$ cat src/sv/rmq_div_pipe.sv
module rmq_div_pipe #(
    parameter int W      = 16,
    parameter int SIDE_W = 8
) (
    input  logic              i_clk,
    input  logic              i_rst_n,
    input  logic              i_en,
    input  logic              i_valid,
    input  logic [W-1:0]      i_root,
    input  logic [W:0]        i_mag [3],
    input  logic [SIDE_W-1:0] i_side,
    output logic              o_valid,
    output logic [W-1:0]      o_quo [3],
    output logic              o_ovf [3],
    output logic [SIDE_W-1:0] o_side
);
    localparam int FRAC = W - 2;
    localparam int NW   = 2 * W + 1;

    // setup stage: numerator with rounding term, divisor 2s, overflow test
    logic [NW-1:0]     r_n0   [3];
    logic              r_ovf0 [3];
    logic [W:0]        r_d0;
    logic [SIDE_W-1:0] r_side0;
    logic              r_vld0;

    logic [NW-1:0]     n_n0   [3];
    logic              n_ovf0 [3];
    logic [W:0]        n_d0;

    assign n_d0 = {i_root, 1'b0};

    always_comb begin
        for (int l = 0; l < 3; l++) begin
            n_n0[l]   = (NW'(i_mag[l]) << FRAC) + NW'(i_root);
            n_ovf0[l] = n_n0[l] >= (NW'(n_d0) << W);
        end
    end

    always_ff @(posedge i_clk) begin
        if (!i_rst_n) begin
            r_vld0 <= 1'b0;
        end else if (i_en) begin
            r_vld0 <= i_valid;
        end
    end

    always_ff @(posedge i_clk) begin
        if (i_en) begin
            r_n0    <= n_n0;
            r_ovf0  <= n_ovf0;
            r_d0    <= n_d0;
            r_side0 <= i_side;
        end
    end

    logic [NW-1:0]     r_rem  [W][3];
    logic [W-1:0]      r_q    [W][3];
    logic              r_ovf  [W][3];
    logic [W:0]        r_d    [W];
    logic [SIDE_W-1:0] r_side [W];
    logic              r_vld  [W];

    // one quotient bit per stage, most significant first
    for (genvar g = 0; g < W; g++) begin : g_stage
        localparam int B = W - 1 - g;

        logic [NW-1:0]     rem_in [3];
        logic [W-1:0]      q_in   [3];
        logic              ovf_in [3];
        logic [W:0]        d_in;
        logic [SIDE_W-1:0] side_in;
        logic              vld_in;
        logic [NW-1:0]     dsh;
        logic [NW-1:0]     n_rem  [3];
        logic [W-1:0]      n_q    [3];

        if (g == 0) begin : g_first
            assign d_in    = r_d0;
            assign side_in = r_side0;
            assign vld_in  = r_vld0;
            always_comb begin
                for (int l = 0; l < 3; l++) begin
                    rem_in[l] = r_n0[l];
                    q_in[l]   = '0;
                    ovf_in[l] = r_ovf0[l];
                end
            end
        end else begin : g_next
            assign d_in    = r_d[g-1];
            assign side_in = r_side[g-1];
            assign vld_in  = r_vld[g-1];
            always_comb begin
                for (int l = 0; l < 3; l++) begin
                    rem_in[l] = r_rem[g-1][l];
                    q_in[l]   = r_q[g-1][l];
                    ovf_in[l] = r_ovf[g-1][l];
                end
            end
        end

        assign dsh = NW'(d_in) << B;

        always_comb begin
            for (int l = 0; l < 3; l++) begin
                if (rem_in[l] >= dsh) begin
                    n_rem[l] = rem_in[l] - dsh;
                    n_q[l]   = q_in[l] | (W'(1) << B);
                end else begin
                    n_rem[l] = rem_in[l];
                    n_q[l]   = q_in[l];
                end
            end
        end

        always_ff @(posedge i_clk) begin
            if (!i_rst_n) begin
                r_vld[g] <= 1'b0;
            end else if (i_en) begin
                r_vld[g] <= vld_in;
            end
        end

        always_ff @(posedge i_clk) begin
            if (i_en) begin
                r_rem[g]  <= n_rem;
                r_q[g]    <= n_q;
                r_ovf[g]  <= ovf_in;
                r_d[g]    <= d_in;
                r_side[g] <= side_in;
            end
        end
    end

    assign o_valid = r_vld[W-1];
    assign o_quo   = r_q[W-1];
    assign o_ovf   = r_ovf[W-1];
    assign o_side  = r_side[W-1];

endmodule

$ cat config.mk
export PLATFORM = sky130hd
export DESIGN_NAME = rmq_div_pipe
export DESIGN_NICKNAME = d
export VERILOG_FILES = /design/src/sv/rmq_div_pipe.sv
export SDC_FILE = /design/constraint.sdc
export NUM_CORES = 2
export LEC_CHECK = 0
export ABC_AREA = 0
export BUFFER_PORTS_ARGS = -buffer_cell sky130_fd_sc_hd__buf_2
export CORE_UTILIZATION = 35
export DETAILED_ROUTE_END_ITERATION = 16
export GPL_ROUTABILITY_DRIVEN = 1
export PLACE_DENSITY = 0.47
export RECOVER_POWER = 50
export SETUP_SLACK_MARGIN = 0.5
export SLEW_MARGIN = 40
export SYNTH_ARGS = -nofsm -noshare
export SYNTH_HDL_FRONTEND = slang
export SYNTH_SLANG_ARGS = --single-unit
$ cat constraint.sdc
create_clock -name i_clk -period 4.2 [get_ports i_clk]
set_clock_uncertainty 0.1 [all_clocks]
set_input_delay 0 -clock i_clk [delete_from_list [all_inputs] [get_ports i_clk]]
set_output_delay 0 -clock i_clk [all_outputs]
set_load 0.05 [all_outputs]
==> summary.md <==
| Metric | Value |
|---|---|
| CTS tree | `built` |
| Cell Rows | `208` |
| Hold Worst Slack | `0.0978 ns` |
| Setup repair after global routing missed its margin | `true` |
| Clock transition at the registers of the reported paths | `0.06 ns` |
| Slew HR | `-128%` |
| IO Pins | `139` |
| #FFs+latches synth | `2011` |
| Root Buffer | `clkbuf_16` |
| Final ANT Viol Nets | `0` |
| Pre-Repair DR Iteration Count | `8` |
| Per-cell routed wire length | `22.1 um` |
| Via density | `5.24` |
| Via count of the first global-routing pass | `78800` |
| Syn_area_per_cell | `11.3 um^2` |
| Area of the core | `321000 um^2` |
| Initial antenna violation count | `10` |
| Initial Util | `35.1%` |
| Fmax | `268 MHz` |
| Vias | `79400` |
| Fin. Hold Viols | `0` |
| Die Span X | `570 um` |
| Peak VDD IR | `0.000385 V` |
| Crit end category | `flop` |
| Final wirelength | `335000 um` |
| Most frequent CP cell | `or4_1` |
| Type of origin of the critical path | `flop` |
| TritonCTS Buffers | `237` |
| Port Buffers | `138` |
| Cell Area, Placed | `120000 um^2` |
| Tcrit/Tclk final | `88.7%` |
| CP Data Required Time | `4.81 ns` |
| Top FF cell, synth | `edfxtp_1` |
| Syn. warnings | `0` |
| Failing checks | `max-capacitance violations, max-slew violations` |
| # Max-Cap Violations | `12` |
| Worst min path class | `input port to flop` |
| Layout cell share with drive strength beyond 1 | `9.83%` |
| Final setup viols | `0` |
| Die area | `324000 um^2` |
| Asr flop ratio synth | `0%` |
| Fin nets | `11600` |
| Die height | `570 um` |
| Area growth syn-to-layout | `16.4%` |
| Pins Over Slew Limit | `593` |
| Post-route DRC | `0` |
| Total global-route track usage | `20.1%` |
| Worst Tran Pin Value | `3.42 ns` |
| HPWL after detailed placement | `263000 um` |
| Total power | `84.5 mW` |
| Post-synthesis instance area | `113000 um^2` |
| Leakage | `49.1 nW` |
| WP data arrival | `4.33 ns` |
| Skew-Pair Late Insertion Delay | `0.96 ns` |
| Cells after Synth | `9958` |
| Min Tclk post-route | `3.73 ns` |
| Power per cell area | `644 nW/um^2` |
| Cell variety after synth | `94` |
| Commonest non-fill, non-tap cell in the layout | `edfxtp_1` |
| Number of enable flip-flop cells after synthesis | `2009` |
| Sequential element share of the synthesized area | `53.5%` |
| Crit-path max FO | `5` |
| Placer Congestion | `0.914` |
| Commonest cells after routing, fill and taps aside | `edfxtp_1, nand2_1, ha_1` |
| Grt total ovfl | `0` |
| 1st-iter DRT viols | `5678` |
| First-pass GRT wire length | `494000 um` |
| Largest net degree at the start of global routing | `133` |
| Post-Syn Nets | `10900` |
| Status | `finished, violations left` |
| CP max-delay cell | `or4_1` |
| Max stage delay on crit path | `0.52 ns` |
| H-tree Lvls | `4` |
| Finished Cell Area | `131000 um^2` |
| Cell Chain, Critical Path | `clkbuf_1, clkinvlp_4, ha_1, nand2_1, nor3b_1, nand4_1, nor4_1, or4_1, o211ai_1, or4_1, nor3_1, xor2_1` |
| Fill count | `30300` |
| Max clock buf depth | `4` |
| CP Class | `flop to flop` |
| CTS Sinks | `2011` |
[registers in the layout, summed over array words and instances, names as in the netlist]
name / cells
r_rem: 1221
r_q: 408
r_side: 128
r_d: 108
g_stage.rem_in: 54
r_ovf: 48
g_stage.d_in: 16
r_vld: 16
g_stage.side_in: 8
g_stage.ovf_in: 3
g_stage.vld_in: 1
[kinds of logic after synthesis]
group | synth area share (%)
AND/OR/NAND/NOR | 13.0
adder cells (fa/ha/maj) | 9.64
buffers and inverters | 2.40
AO/OA/AOI/OAI | 13.1
multiplexers | 1.26
XOR/XNOR | 7.06
flip-flops | 53.5
[worst max-delay path, delay by kind of cell, from the launching register on]
| kind | cells | cell delay, ns |
|---|---|---|
| DFF | 1 | 0.32 |
| and+or+nand+nor | 7 | 1.77 |
| adders and majority gates | 1 | 0.40 |
| AOI/OAI and AO/OA | 1 | 0.16 |
| buffers and inverters | 2 | 0.65 |
| xor gates and xnor gates | 1 | 0.11 |
[repair_timing]
action | in CTS | in global routing
hold endpoints to repair | 786 | 0
cloned | 0 | 1
pin swaps | 2 | 25
buffers inserted | 12 | 41
setup endpoints to repair | 164 | 434
hold buffers | 196 | 0
resized for setup | 46 | 146
[path summary, 6_finish.rpt]
path / depth (start not counted) / slack, ns / to / start
worst max-delay path: 12 / 0.47 / r_rem[1][592]$_DFFE_PP_ / r_d[1][83]$_DFFE_PP_
worst min-delay path: 2 / 0.1 / r_rem[0][722]$_DFFE_PP_ / i_en
worst max register to register: 12 / 0.47 / r_rem[1][592]$_DFFE_PP_ / r_d[1][83]$_DFFE_PP_
worst min register to register: 0 / 0.21 / r_q[0][345]$_DFFE_PP_ / r_q[0][297]$_DFFE_PP_
[power by group]
| part | switching, mW | total (mW) | internal, mW |
|---|---|---|---|
| sequential | 3.99 | 32.8 | 28.8 |
| combinational | 17.8 | 30.9 | 13.1 |
| clock | 8.49 | 20.8 | 12.3 |
[cell usage after synthesis (23+ instances only)]
library cell	count	share of area, %
a211o_1	23	0.18
a211oi_1	70	0.47
a21boi_0	37	0.25
a21o_1	252	1.7
a21oi_1	667	3.0
a31oi_1	58	0.32
and2_1	25	0.14
and3_1	81	0.45
and4_1	25	0.19
clkbuf_1	157	0.52
edfxtp_1	2009	54
fa_1	48	0.85
ha_1	792	8.8
inv_1	529	1.8
mux2_2	115	1.1
nand2_1	815	2.7
nand2b_1	160	0.89
nand3_1	216	0.96
nand3b_1	27	0.18
nand4_1	121	0.67
nand4b_1	25	0.19
nor2_1	693	2.3
nor2b_1	142	0.79
nor3_1	228	1.0
nor4_1	153	0.85
o211ai_1	28	0.19
o21a_1	131	0.87
o21ai_0	731	3.2
o21bai_1	48	0.32
o31a_1	27	0.21
o31ai_1	73	0.49
or2_2	31	0.17
or3_1	108	0.60
or4_1	49	0.33
xnor2_1	444	3.4
xor2_1	465	3.6
[area by class of cell]
| cell class | count | area (um^2) | share of cell area [%] |
|---|---|---|---|
| Sequential cell | 2011 | 60400 | 46.0 |
| Multi-Input combinational cell | 7235 | 50600 | 38.6 |
| Clock buffer | 285 | 6130 | 4.67 |
| Tap cell | 4305 | 5390 | 4.11 |
| Timing Repair Buffer | 633 | 5030 | 3.83 |
| Inverter | 530 | 2010 | 1.53 |
| Clock inverter | 144 | 1680 | 1.28 |
| Antenna cell | 3 | 7.51 | 0.00572 |
[stage by stage]
stage                     setup WS, ns  setup TNS (ns)  util, %  cells
after detailed placement        0.0466               0     37.5  14500
after global routing             0.282               0     40.9  15100
after global placement         -0.0149         -0.0149     37.5  14500
after floorplan                  0.680               0        -   9958
after CTS                        0.485               0     40.7  15100
final                            0.474               0     40.9  15100
[layer usage]
| layer | vias to the layer above | part of all wire (%) | GRT usage (%) |
|---|---|---|---|
| met2 | 1685 | 49 | 35.4 |
| met5 | - | 0 | 0 |
| met3 | 583 | 3.6 | 2.06 |
| li1 | 38700 | - | - |
| met4 | 0 | 5.0 | 8.84 |
| met1 | 38500 | 42 | 24.7 |
No activity file was read; power rests on OpenSTA's default activity.
