<file path="src/sv/rmq_sqrt_pipe.sv">
module rmq_sqrt_pipe #(
    parameter int W      = 16,
    parameter int SIDE_W = 8
) (
    input  logic              i_clk,
    input  logic              i_rst_n,
    input  logic              i_en,
    input  logic              i_valid,
    input  logic [W:0]        i_rad,
    input  logic [SIDE_W-1:0] i_side,
    output logic              o_valid,
    output logic [W-1:0]      o_root,
    output logic [SIDE_W-1:0] o_side
);
    localparam int FRAC = W - 2;
    localparam int RW   = 2 * W;

    logic [RW-1:0]     r_rem  [W];
    logic [W-1:0]      r_root [W];
    logic [SIDE_W-1:0] r_side [W];
    logic              r_vld  [W];

    // one root bit per stage, most significant first
    for (genvar g = 0; g < W; g++) begin : g_stage
        localparam int B = W - 1 - g;

        logic [RW-1:0]     rem_in;
        logic [W-1:0]      root_in;
        logic [SIDE_W-1:0] side_in;
        logic              vld_in;
        logic [RW:0]       trial;
        logic              take;
        logic [RW-1:0]     n_rem;
        logic [W-1:0]      n_root;

        if (g == 0) begin : g_first
            assign rem_in  = {1'b0, i_rad, {FRAC{1'b0}}};
            assign root_in = '0;
            assign side_in = i_side;
            assign vld_in  = i_valid;
        end else begin : g_next
            assign rem_in  = r_rem[g-1];
            assign root_in = r_root[g-1];
            assign side_in = r_side[g-1];
            assign vld_in  = r_vld[g-1];
        end

        assign trial  = ((RW+1)'(root_in) << (B + 1)) + ((RW+1)'(1) << (2 * B));
        assign take   = {1'b0, rem_in} >= trial;
        assign n_rem  = take ? (rem_in - trial[RW-1:0]) : rem_in;
        assign n_root = take ? (root_in | (W'(1) << B)) : root_in;

        always_ff @(posedge i_clk) begin
            if (!i_rst_n) begin
                r_vld[g] <= 1'b0;
            end else if (i_en) begin
                r_vld[g] <= vld_in;
            end
        end

        always_ff @(posedge i_clk) begin
            if (i_en) begin
                r_rem[g]  <= n_rem;
                r_root[g] <= n_root;
                r_side[g] <= side_in;
            end
        end
    end

    assign o_valid = r_vld[W-1];
    assign o_root  = r_root[W-1];
    assign o_side  = r_side[W-1];

endmodule

</file>
<file path="config.mk">
export PLATFORM = sky130hd
export DESIGN_NAME = rmq_sqrt_pipe
export DESIGN_NICKNAME = d
export VERILOG_FILES = /design/src/sv/rmq_sqrt_pipe.sv
export SDC_FILE = /design/constraint.sdc
export NUM_CORES = 1
export LEC_CHECK = 0
export BUFFER_PORTS_ARGS = -buffer_cell sky130_fd_sc_hd__buf_4
export CORE_MARGIN = 2
export CORE_UTILIZATION = 30
export DETAILED_ROUTE_END_ITERATION = 8
export GPL_ROUTABILITY_DRIVEN = 0
export PLACE_DENSITY = 0.42
export SLEW_MARGIN = 0
export SYNTH_ARGS = -nofsm -noshare
export SYNTH_HDL_FRONTEND = slang
export SYNTH_SLANG_ARGS = --single-unit
</file>
<file path="constraint.sdc">
create_clock -name i_clk -period 3.3 [get_ports i_clk]
set_input_delay 0.165 -clock i_clk [delete_from_list [all_inputs] [get_ports i_clk]]
set_output_delay 0.165 -clock i_clk [all_outputs]
set_load 0.05 [all_outputs]
</file>
==> results.toml, run 1 <==
[worst_setup_path]
cp_cell_sequence = "ha_1, fa_1, a211oi_1, nor2_1, o221ai_1, o21ai_0, nand4b_1, nand4_1, xnor2_1"
cp.required_ns = 3.64
crit_family = "compound AO/OA/AOI/OAI gates"
r2r_cells = 9
worst_setup_path_end_kind = "flip-flop"
critPathSlowestCell = "edfxtp_1"
worstReg2RegEnd = "r_rem[1][124]$_DFFE_PP_"
max_stage_delay_ns = 0.47
cp-start-kind = "flip-flop"
reg2reg_slack_ns = 0.26
critPathKind = "flip-flop to flip-flop"
crit_fanout = 5
rr_startpoint = "r_rem[1][74]$_SDFFCE_PP0P_"
path_buf_inv = 0
arrival_ns = 3.38

[sta]
hold_viol = 0
slew-limit-headroom = 0.413
setup_violations = 0
tightest_slew_ns = 0.872
final_max_slew_viol_count = 0
max_freq_ghz = 0.329
layout_min_cycle_time_ns = 3.04
finalWorstSetupSlack_ns = 0.265
fin_skew_ns = 0.0276
finalCritPeriodShare = 0.920
hold_slack_ns = 0.0401

[layout]
instances_no_fill = 3415
antenna_cells = 0
syn2layout_area_growth_pct = 17.3
final_common_cell = "edfxtp_1"
drive_gt1_frac = 0.106
nets = 2355
final_cell_mix = "585 x edfxtp_1, 167 x inv_1, 135 x ha_1"

[job]
maxCapViolCount = 0

[global_route]
grt_max_degree = 118
grtUsageTotal = 0.110
grt_overflow_total = 0
grt_pass1_wl_um = 83000
grt_pass1_vias = 16200
antenna_found_initial = 0

[routing]
routed_wirelength_um = 50900
first_pass_iters = 6
vias_per_cell = 4.59
drtIter0Drc = 689
wire_per_inst_um = 14.9
vias = 15700
post-route-drc-count = 0
ant_nets = 0

[floorplanning]
initial_core_util = 0.301
row_count = 110
core_um2 = 89700
ios = 54
die_area_um2 = 92500
fp.dieW_um = 304
die_h_um = 304

[synthesis]
synth_flop_cell = "edfxtp_1"
ys_warn_count = 0
synthCells = 2030
async_flop_share = 0
syn_area_um2 = 27000
synth-edff-count = 585
ys_seq_elements = 586
yosysSeqAreaShare = 0.650
avgSynthCellArea_um2 = 13.3
ys_types = 73

[clocking]
clkTransAtPathRegs_ns = 0.06
cts_tree = "done"
clock-sinks = 586
clkLatencyLatePin_ns = 0.61
cts_made_buffers = 72
clock_path_buffers = 3
cts_setup_buffers = 0
htree_levels = 3
clock_tree.root_cell = "clkbuf_16"

[placement]
dpl.cell_count = 3259
numPortBuffers = 53
dpl.hpwl_um = 35800
dp_slack_ns = 0.139

[status]
status = "finished, final reports clean"

[hold_path]
holdPathEnd = "r_rem[0][94]$_DFFE_PP_"
min_path_type = "input pin to flip-flop"
holdPathStages = 1
worstHoldStart = "i_en"

[power]
internal_power_mw = 15.1
switchingPower_mw = 5.32
clkPwrFrac = 0.368
combPwrFrac = 0.148
p_leak_nw = 11.9
p_sw_frac = 0.261
vdd_ir_drop_max_mv = 0.340
p_per_area_nw_per_um2 = 644
seq_power_share = 0.484
## worst max path at each step
stage	slack, ns	to	cells past startpoint	start
finish	0.26	r_rem[1][124]$_DFFE_PP_	9	r_rem[1][74]$_SDFFCE_PP0P_
global route	-0.004	r_rem[1][187]$_DFFE_PP_	12	r_root[1][67]$_DFFE_PP_
CTS	0.13	r_rem[1][175]$_DFFE_PP_	10	r_rem[1][134]$_SDFFCE_PP0P_
detailed placement	0.14	r_rem[1][187]$_DFFE_PP_	11	r_rem[1][134]$_SDFFCE_PP0P_
global placement	0.15	r_rem[1][166]$_DFFE_PP_	10	r_rem[1][134]$_SDFFCE_PP0P_
floorplan	0.44	r_rem[1][188]$_DFFE_PP_	9	r_rem[1][134]$_SDFFCE_PP0P_
## cell families (layout without fill, tap and decap cells)
group,after synthesis,in the layout,synth area share
AOI/OAI and AO/OA,357,357,0.0815
buffers and inverters,199,407,0.0279
xor gates and xnor gates,170,170,0.0551
and+or+nand+nor,532,532,0.100
adders and majority gates,141,141,0.0669
other,1,2,0.000139
DFF,586,586,0.650
muxes,44,44,0.0179
## sequential cells by signal (all words and copies together) (netlist names)
name / cells
r_rem: 306
r_side: 128
r_vld: 16
r_root: 136
## repair_timing
item / CTS / global route
gates resized for setup: 0 / 3
endpoints found under the hold margin: 41 / 0
hold buffers: 28 / 0
setup endpoints to repair: 0 / 14
## through the flow
stage / cell area [um2] / setup TNS, ns / power, mW / utilization
3_5_place_dp: 29100 / 0 / 13.0 / 0.324
2_1_floorplan: 27000 / 0 / 12.0 / -
6_report: 31700 / 0 / 20.4 / 0.353
4_1_cts: 31700 / 0 / 20.8 / 0.353
5_1_grt: 31700 / -0.00350 / 21.6 / 0.353
3_3_place_gp: 29100 / 0 / 13.0 / 0.324
## cell type report
class / instances / area [um2]
fill: 8665 / 58000
sequential: 586 / 17600
multi-input combinational: 1246 / 8730
clock buffer: 92 / 1920
tap: 1176 / 1470
timing repair buffer: 111 / 986
inverter: 168 / 631
clock inverter: 36 / 388
## metal layers
| metal | share of wire | global-route usage |
|---|---|---|
| met1 | 0.41 | 0.121 |
| met2 | 0.52 | 0.204 |
| met3 | 0.036 | 0.0221 |
| met4 | 0.029 | 0.0455 |
| met5 | 0 | 0 |
## worst register-to-register path, cell delays in order, from the launching register on
cell	delay, ns
edfxtp_1	0.47
ha_1	0.29
fa_1	0.44
a211oi_1	0.41
nor2_1	0.14
o221ai_1	0.39
o21ai_0	0.22
nand4b_1	0.14
nand4_1	0.11
xnor2_1	0.17
## cells in the mapped netlist (7+ instances only)
cell	number	share of area
edfxtp_1	585	0.65
nand2b_1	26	0.0060
or3_1	18	0.0042
nand4b_1	7	0.0023
and3_1	23	0.0053
o21a_1	24	0.0067
nor3_1	60	0.011
and2_1	7	0.0016
nor4b_1	7	0.0023
buf_2	7	0.0013
clkbuf_1	24	0.0033
a211oi_1	13	0.0036
o21ai_0	104	0.019
a31oi_1	11	0.0025
nor4_1	40	0.0093
nand3b_1	8	0.0022
a21o_1	28	0.0078
a21oi_1	106	0.020
ha_1	135	0.062
o21bai_1	10	0.0028
nand4_1	16	0.0037
xnor2_1	79	0.026
o211ai_1	13	0.0036
nand2_1	119	0.017
mux2i_1	10	0.0037
nor2b_1	18	0.0042
nor2_1	129	0.018
mux2_2	34	0.014
inv_1	167	0.023
o31ai_1	9	0.0025
nand3_1	27	0.0050
xor2_1	91	0.029
## power by group through the flow
| stage | clock network [mW] | logic [mW] | registers (mW) |
|---|---|---|---|
| after CTS | 7.86 | 3.06 | 9.89 |
| final | 7.52 | 3.03 | 9.88 |
| after global routing | 8.16 | 3.43 | 9.98 |
| after detailed placement | 0 | 3.02 | 10.0 |
| after global placement | 0 | 2.96 | 10.0 |
| after floorplan | 0 | 2.19 | 9.85 |
Note: power is estimated with default switching activity, not from simulation.
==> run 2, diff against run 1 <==
--- a/config.mk
+++ b/config.mk
@@ -7,10 +7,10 @@
 export LEC_CHECK = 0
 export BUFFER_PORTS_ARGS = -buffer_cell sky130_fd_sc_hd__buf_4
 export CORE_MARGIN = 2
-export CORE_UTILIZATION = 30
+export CORE_UTILIZATION = 25
 export DETAILED_ROUTE_END_ITERATION = 8
 export GPL_ROUTABILITY_DRIVEN = 0
-export PLACE_DENSITY = 0.42
+export PLACE_DENSITY = 0.37
 export SLEW_MARGIN = 0
 export SYNTH_ARGS = -nofsm -noshare
 export SYNTH_HDL_FRONTEND = slang
==> run 2 against run 1 <==
Net effect:
- clock power shrank 2%
- power fell by 0.37%
- setup slack got worse by 0.037 ns
- sequential power barely moved
- via count increased by 0.36%
- first-iteration DRC count up 26%
- core utilization is 5.6 points lower
- fmax decreased by 1.2%
- cell count grew 6.6%
- highest routed layer unchanged
==> results.toml, run 2 (synthesis gave the netlist of run 1 again) <==
[worst_setup_path]
arrival_ns = 3.41
crit_fanout = 11
reg2reg_slack_ns = 0.23
worst_setup_path_end_kind = "flip-flop"
critPathKind = "flip-flop to flip-flop"
cp-start-kind = "flip-flop"
cp.required_ns = 3.64

[sta]
tns_ns = 0
hold_slack_ns = 0.272
slew-limit-headroom = 0.443
layout_min_cycle_time_ns = 3.07
finalCritPeriodShare = 0.931
max_freq_ghz = 0.326
finalWorstSetupSlack_ns = 0.228
tightest_slew_ns = 0.827
hold_viol = 0
setup_violations = 0
final_max_slew_viol_count = 0
fin_skew_ns = 0.0198

[placement]
numPortBuffers = 53
dp_slack_ns = 0.0688
dpl.hpwl_um = 37600

[layout]
antenna_cells = 0
syn2layout_area_growth_pct = 17.9
nets = 2354
top_regs = "r_rem: 306 flops, r_root: 136 flops, r_side: 128 flops"
final_common_cell = "edfxtp_1"
final_cell_mix = "585 x edfxtp_1, 167 x inv_1, 135 x ha_1"
drive_gt1_frac = 0.104
top_register = "r_rem"
largest_reg_flops = 306

[global_route]
grt-busiest-layer = "met2"
grt_pass1_wl_um = 87500
gr-usage-met3 = 0.0201
met1_usage = 0.122
antenna_found_initial = 0
gr-usage-met2 = 0.167
grt_overflow_total = 0
grt_pass1_vias = 16300
grtUsageTotal = 0.0978
grt_max_degree = 141

[clocking]
clkTransAtPathRegs_ns = 0.05
clock_path_buffers = 3
cts_setup_buffers = 0
clock_tree.root_cell = "clkbuf_16"
clock-sinks = 586
cts_tree = "done"
clkLatencyLatePin_ns = 0.61
cts_made_buffers = 71
htree_levels = 3

[floorplanning]
die_h_um = 333
initial_core_util = 0.252
fp.dieW_um = 333
core_um2 = 107000
ios = 54
die_area_um2 = 111000
row_count = 120

[routing]
wire_per_inst_um = 14.9
vias_per_cell = 4.32
first_pass_iters = 5
post-route-drc-count = 0
ant_nets = 0
routed_wirelength_um = 54200
vias = 15700
drtIter0Drc = 869

[power]
vdd_ir_drop_max_mv = 0.304
p_per_area_nw_per_um2 = 639
p_leak_nw = 11.9

[status]
status = "finished, final reports clean"

[hold_path]
min_path_type = "input pin to flip-flop"

[job]
maxCapViolCount = 0
-- run 2: cell types whose count changed in the layout (fill, tap and decap cells not counted), sizes merged --
cell / delta
buf: -1
bufinv: -1
clkbuf: -8
clkinv: +4
clkinvlp: -3
dlygate4sd3: +1
inv: +6
-- run 2: power breakdown --
| part | total, mW | internal (mW) | leakage (nW) | switching [mW] |
|---|---|---|---|---|
| Combinational | 3.09 | 1.34 | 5.23 | 1.75 |
| Sequential | 9.91 | 9.30 | 5.57 | 0.604 |
| Clock | 7.35 | 4.25 | 1.07 | 3.10 |
-- run 2: layout make-up --
class | instances | area, um2
Tap cell | 1403 | 1760
Inverter | 168 | 631
Fill cell | 10800 | 75300
Multi-Input combinational cell | 1246 | 8740
Clock buffer | 84 | 1850
Timing Repair Buffer | 111 | 988
Sequential cell | 586 | 17600
Clock inverter | 42 | 320
-- run 2: worst paths after layout --
| path | start | depth (start not counted) | to |
|---|---|---|---|
| setup reg to reg | r_rem[1][134]$_SDFFCE_PP0P_ | 11 | r_rem[1][183]$_DFFE_PP_ |
| setup / recovery | r_rem[1][134]$_SDFFCE_PP0P_ | 11 | r_rem[1][183]$_DFFE_PP_ |
| hold reg to reg | r_side[11][7]$_DFFE_PP_ | 0 | r_side[12][7]$_DFFE_PP_ |
| hold / removal | i_rad[12] | 2 | r_rem[0][26]$_DFFE_PP_ |
-- run 2: layer usage --
| metal | wire [um] | share of wire |
|---|---|---|
| met1 | 24600 | 0.45 |
| met2 | 26100 | 0.48 |
| met3 | 1830 | 0.034 |
| met4 | 1630 | 0.030 |
| met5 | 0 | 0 |
-- run 2: per-stage QoR --
stage | util | area (um2) | total power, mW | cells
after CTS | 0.297 | 31800 | 20.7 | 3640
final | 0.297 | 31900 | 20.4 | 3640
after floorplan | - | 27000 | 12.0 | 2031
after global placement | 0.274 | 29400 | 13.1 | 3485
after detailed placement | 0.274 | 29400 | 13.1 | 3485
after global routing | 0.297 | 31900 | 21.4 | 3640
-- run 2: timing repair --
item | 4_1_cts | 5_1_grt
setup endpoints to repair | 0 | 10
endpoints found under the hold margin | 74 | 0
resized for setup | 0 | 5
hold buffers | 29 | 0
-- run 2: worst max-delay path, stage by stage, from the launching register on --
cell and delay (ns):
edfxtp_1 0.39, ha_1 0.25, fa_1 0.44, a211oi_2 0.30
o211ai_1 0.21, a41oi_2 0.29, nor2_1 0.11, nor2b_1 0.18
inv_2 0.15, nand4b_1 0.25, nor3_1 0.09, xor2_1 0.15
==> run 3, diff against run 2 <==
--- a/config.mk
+++ b/config.mk
@@ -6,7 +6,6 @@
 export NUM_CORES = 1
 export LEC_CHECK = 0
 export BUFFER_PORTS_ARGS = -buffer_cell sky130_fd_sc_hd__buf_4
-export CORE_MARGIN = 2
 export CORE_UTILIZATION = 25
 export DETAILED_ROUTE_END_ITERATION = 8
 export GPL_ROUTABILITY_DRIVEN = 0
==> run 3 against run 2 <==
Net effect:
- fmax increased by 0.85%
- sequential share of layout area rose by 0.19 points
- global-route usage is 0.16 points higher
- setup slack gained 0.026 ns
- flip-flop and latch count unchanged
- sequential power about the same
- critical path depth is 1 lower
- wire length is 1.0% lower
- core utilization fell by 0.10 points
- die area decreased by 1.2%
- via count is 0.47% lower
- register-to-register slack better by 0.03 ns
==> results.toml, run 3 (synthesis gave the netlist of run 1 again) <==
[floorplanning]
die_h_um = 331
row_count = 120
initial_core_util = 0.252
ios = 54
fp.dieW_um = 331
die_area_um2 = 109000
core_um2 = 107000

[sta]
finalCritPeriodShare = 0.923
setup_violations = 0
layout_min_cycle_time_ns = 3.05
slew-limit-headroom = 0.475
finalWorstSetupSlack_ns = 0.254
hold_slack_ns = 0.278
tightest_slew_ns = 0.776
final_max_slew_viol_count = 0
fin_skew_ns = 0.0185
tns_ns = 0
max_freq_ghz = 0.328
hold_viol = 0

[placement]
dp_slack_ns = 0.0478
numPortBuffers = 53
placed_area_um2 = 29400
dpl.hpwl_um = 37900

[hold_path]
min_path_type = "input pin to flip-flop"
worstHoldStart = "i_rad[1]"

[status]
status = "finished, final reports clean"

[layout]
top_regs = "r_rem: 306 flops, r_root: 136 flops, r_side: 128 flops"
syn2layout_area_growth_pct = 17.5
post-route-util = 0.296
antenna_cells = 0
final_area_um2 = 31800
final_cell_mix = "585 x edfxtp_1, 167 x inv_1, 135 x ha_1"
nets = 2352
largest_reg_flops = 306
top_register = "r_rem"
final_common_cell = "edfxtp_1"
drive_gt1_frac = 0.100

[global_route]
grtUsageTotal = 0.0994
grt_pass1_wl_um = 86600
grt_overflow_total = 0
antenna_found_initial = 0
grt_pass1_vias = 16500
grt_max_degree = 112

[worst_setup_path]
critPathLaunch = "r_rem[1][14]$_DFFE_PP_"
crit_fanout = 10
cp.required_ns = 3.65
cp_cell_sequence = "ha_1, fa_1, a21oi_1, o21ai_0, a31oi_1, nor2_1, nor3_1, and2_1, buf_4, mux2_2"
path_buf_inv = 1
critPathKind = "flip-flop to flip-flop"
arrival_ns = 3.40
rr_startpoint = "r_rem[1][14]$_DFFE_PP_"
critPathSlowestCell = "fa_1"
max_stage_delay_ns = 0.40
worst_setup_path_end_kind = "flip-flop"
cp-start-kind = "flip-flop"
crit_family = "compound AO/OA/AOI/OAI gates"

[job]
maxCapViolCount = 0

[routing]
post-route-drc-count = 0
wire_per_inst_um = 14.8
drtIter0Drc = 762
ant_nets = 0
routed_wirelength_um = 53600
vias = 15700
vias_per_cell = 4.31
first_pass_iters = 5

[power]
vdd_ir_drop_max_mv = 0.309
p_per_area_nw_per_um2 = 631
p_leak_nw = 11.8

[clocking]
clkLatencyLatePin_ns = 0.61
cts_made_buffers = 69
clock_tree.root_cell = "clkbuf_16"
clkTransAtPathRegs_ns = 0.06
clock-sinks = 586
cts_tree = "done"
cts_setup_buffers = 0
clock_path_buffers = 3
htree_levels = 3
run 3: cell types whose count changed in the layout (fill, tap and decap cells not counted), moves of 2 or more:
cell / before / now
clkinv_8: 1 / 4
clkinv_2: 12 / 10
inv_6: 4 / 2
clkbuf_1: 12 / 19
clkinv_1: 19 / 15
clkbuf_16: 72 / 69
run 3: repair_timing:
| action | 4_1_cts | 5_1_grt |
|---|---|---|
| setup endpoints to repair | 0 | 15 |
| endpoints found under the hold margin | 66 | 0 |
| gates resized for setup | 0 | 4 |
| hold buffers | 29 | 0 |
run 3: layout make-up:
| cell class | count | area [um2] |
|---|---|---|
| repair buffers | 111 | 988 |
| fillers | 10800 | 75400 |
| inverters | 168 | 631 |
| clock inverters | 34 | 269 |
| flip-flops and latches | 586 | 17600 |
| multi-input cells | 1246 | 8730 |
| clock buffers | 88 | 1800 |
| well taps | 1403 | 1760 |
run 3: stage by stage:
step           power [mW]  std cells
6_report             20.0       3636
4_1_cts              20.4       3636
3_5_place_dp         13.1       3485
5_1_grt              21.1       3636
2_1_floorplan        12.0       2031
3_3_place_gp         13.1       3485
run 3: worst paths after layout:
kind / to / slack [ns] / cells after the start
max: r_rem[1][49]$_DFFE_PP_ / 0.25 / 10
min: r_rem[0][15]$_DFFE_PP_ / 0.28 / 2
max reg2reg: r_rem[1][49]$_DFFE_PP_ / 0.25 / 10
min reg2reg: r_side[14][1]$_DFFE_PP_ / 0.40 / 0
run 3: layer usage:
metal	up-vias	wire (um)	global-route usage
met5	-	0	0
met4	0	2040	0.0428
met3	131	1650	0.0213
met2	222	26600	0.176
met1	7461	23300	0.115
li1	7839	-	-
run 3: where the power goes:
group / total, mW / internal [mW] / switching, mW
sequential: 9.89 / 9.30 / 0.593
combinational: 3.09 / 1.33 / 1.75
clock: 7.05 / 4.03 / 3.02
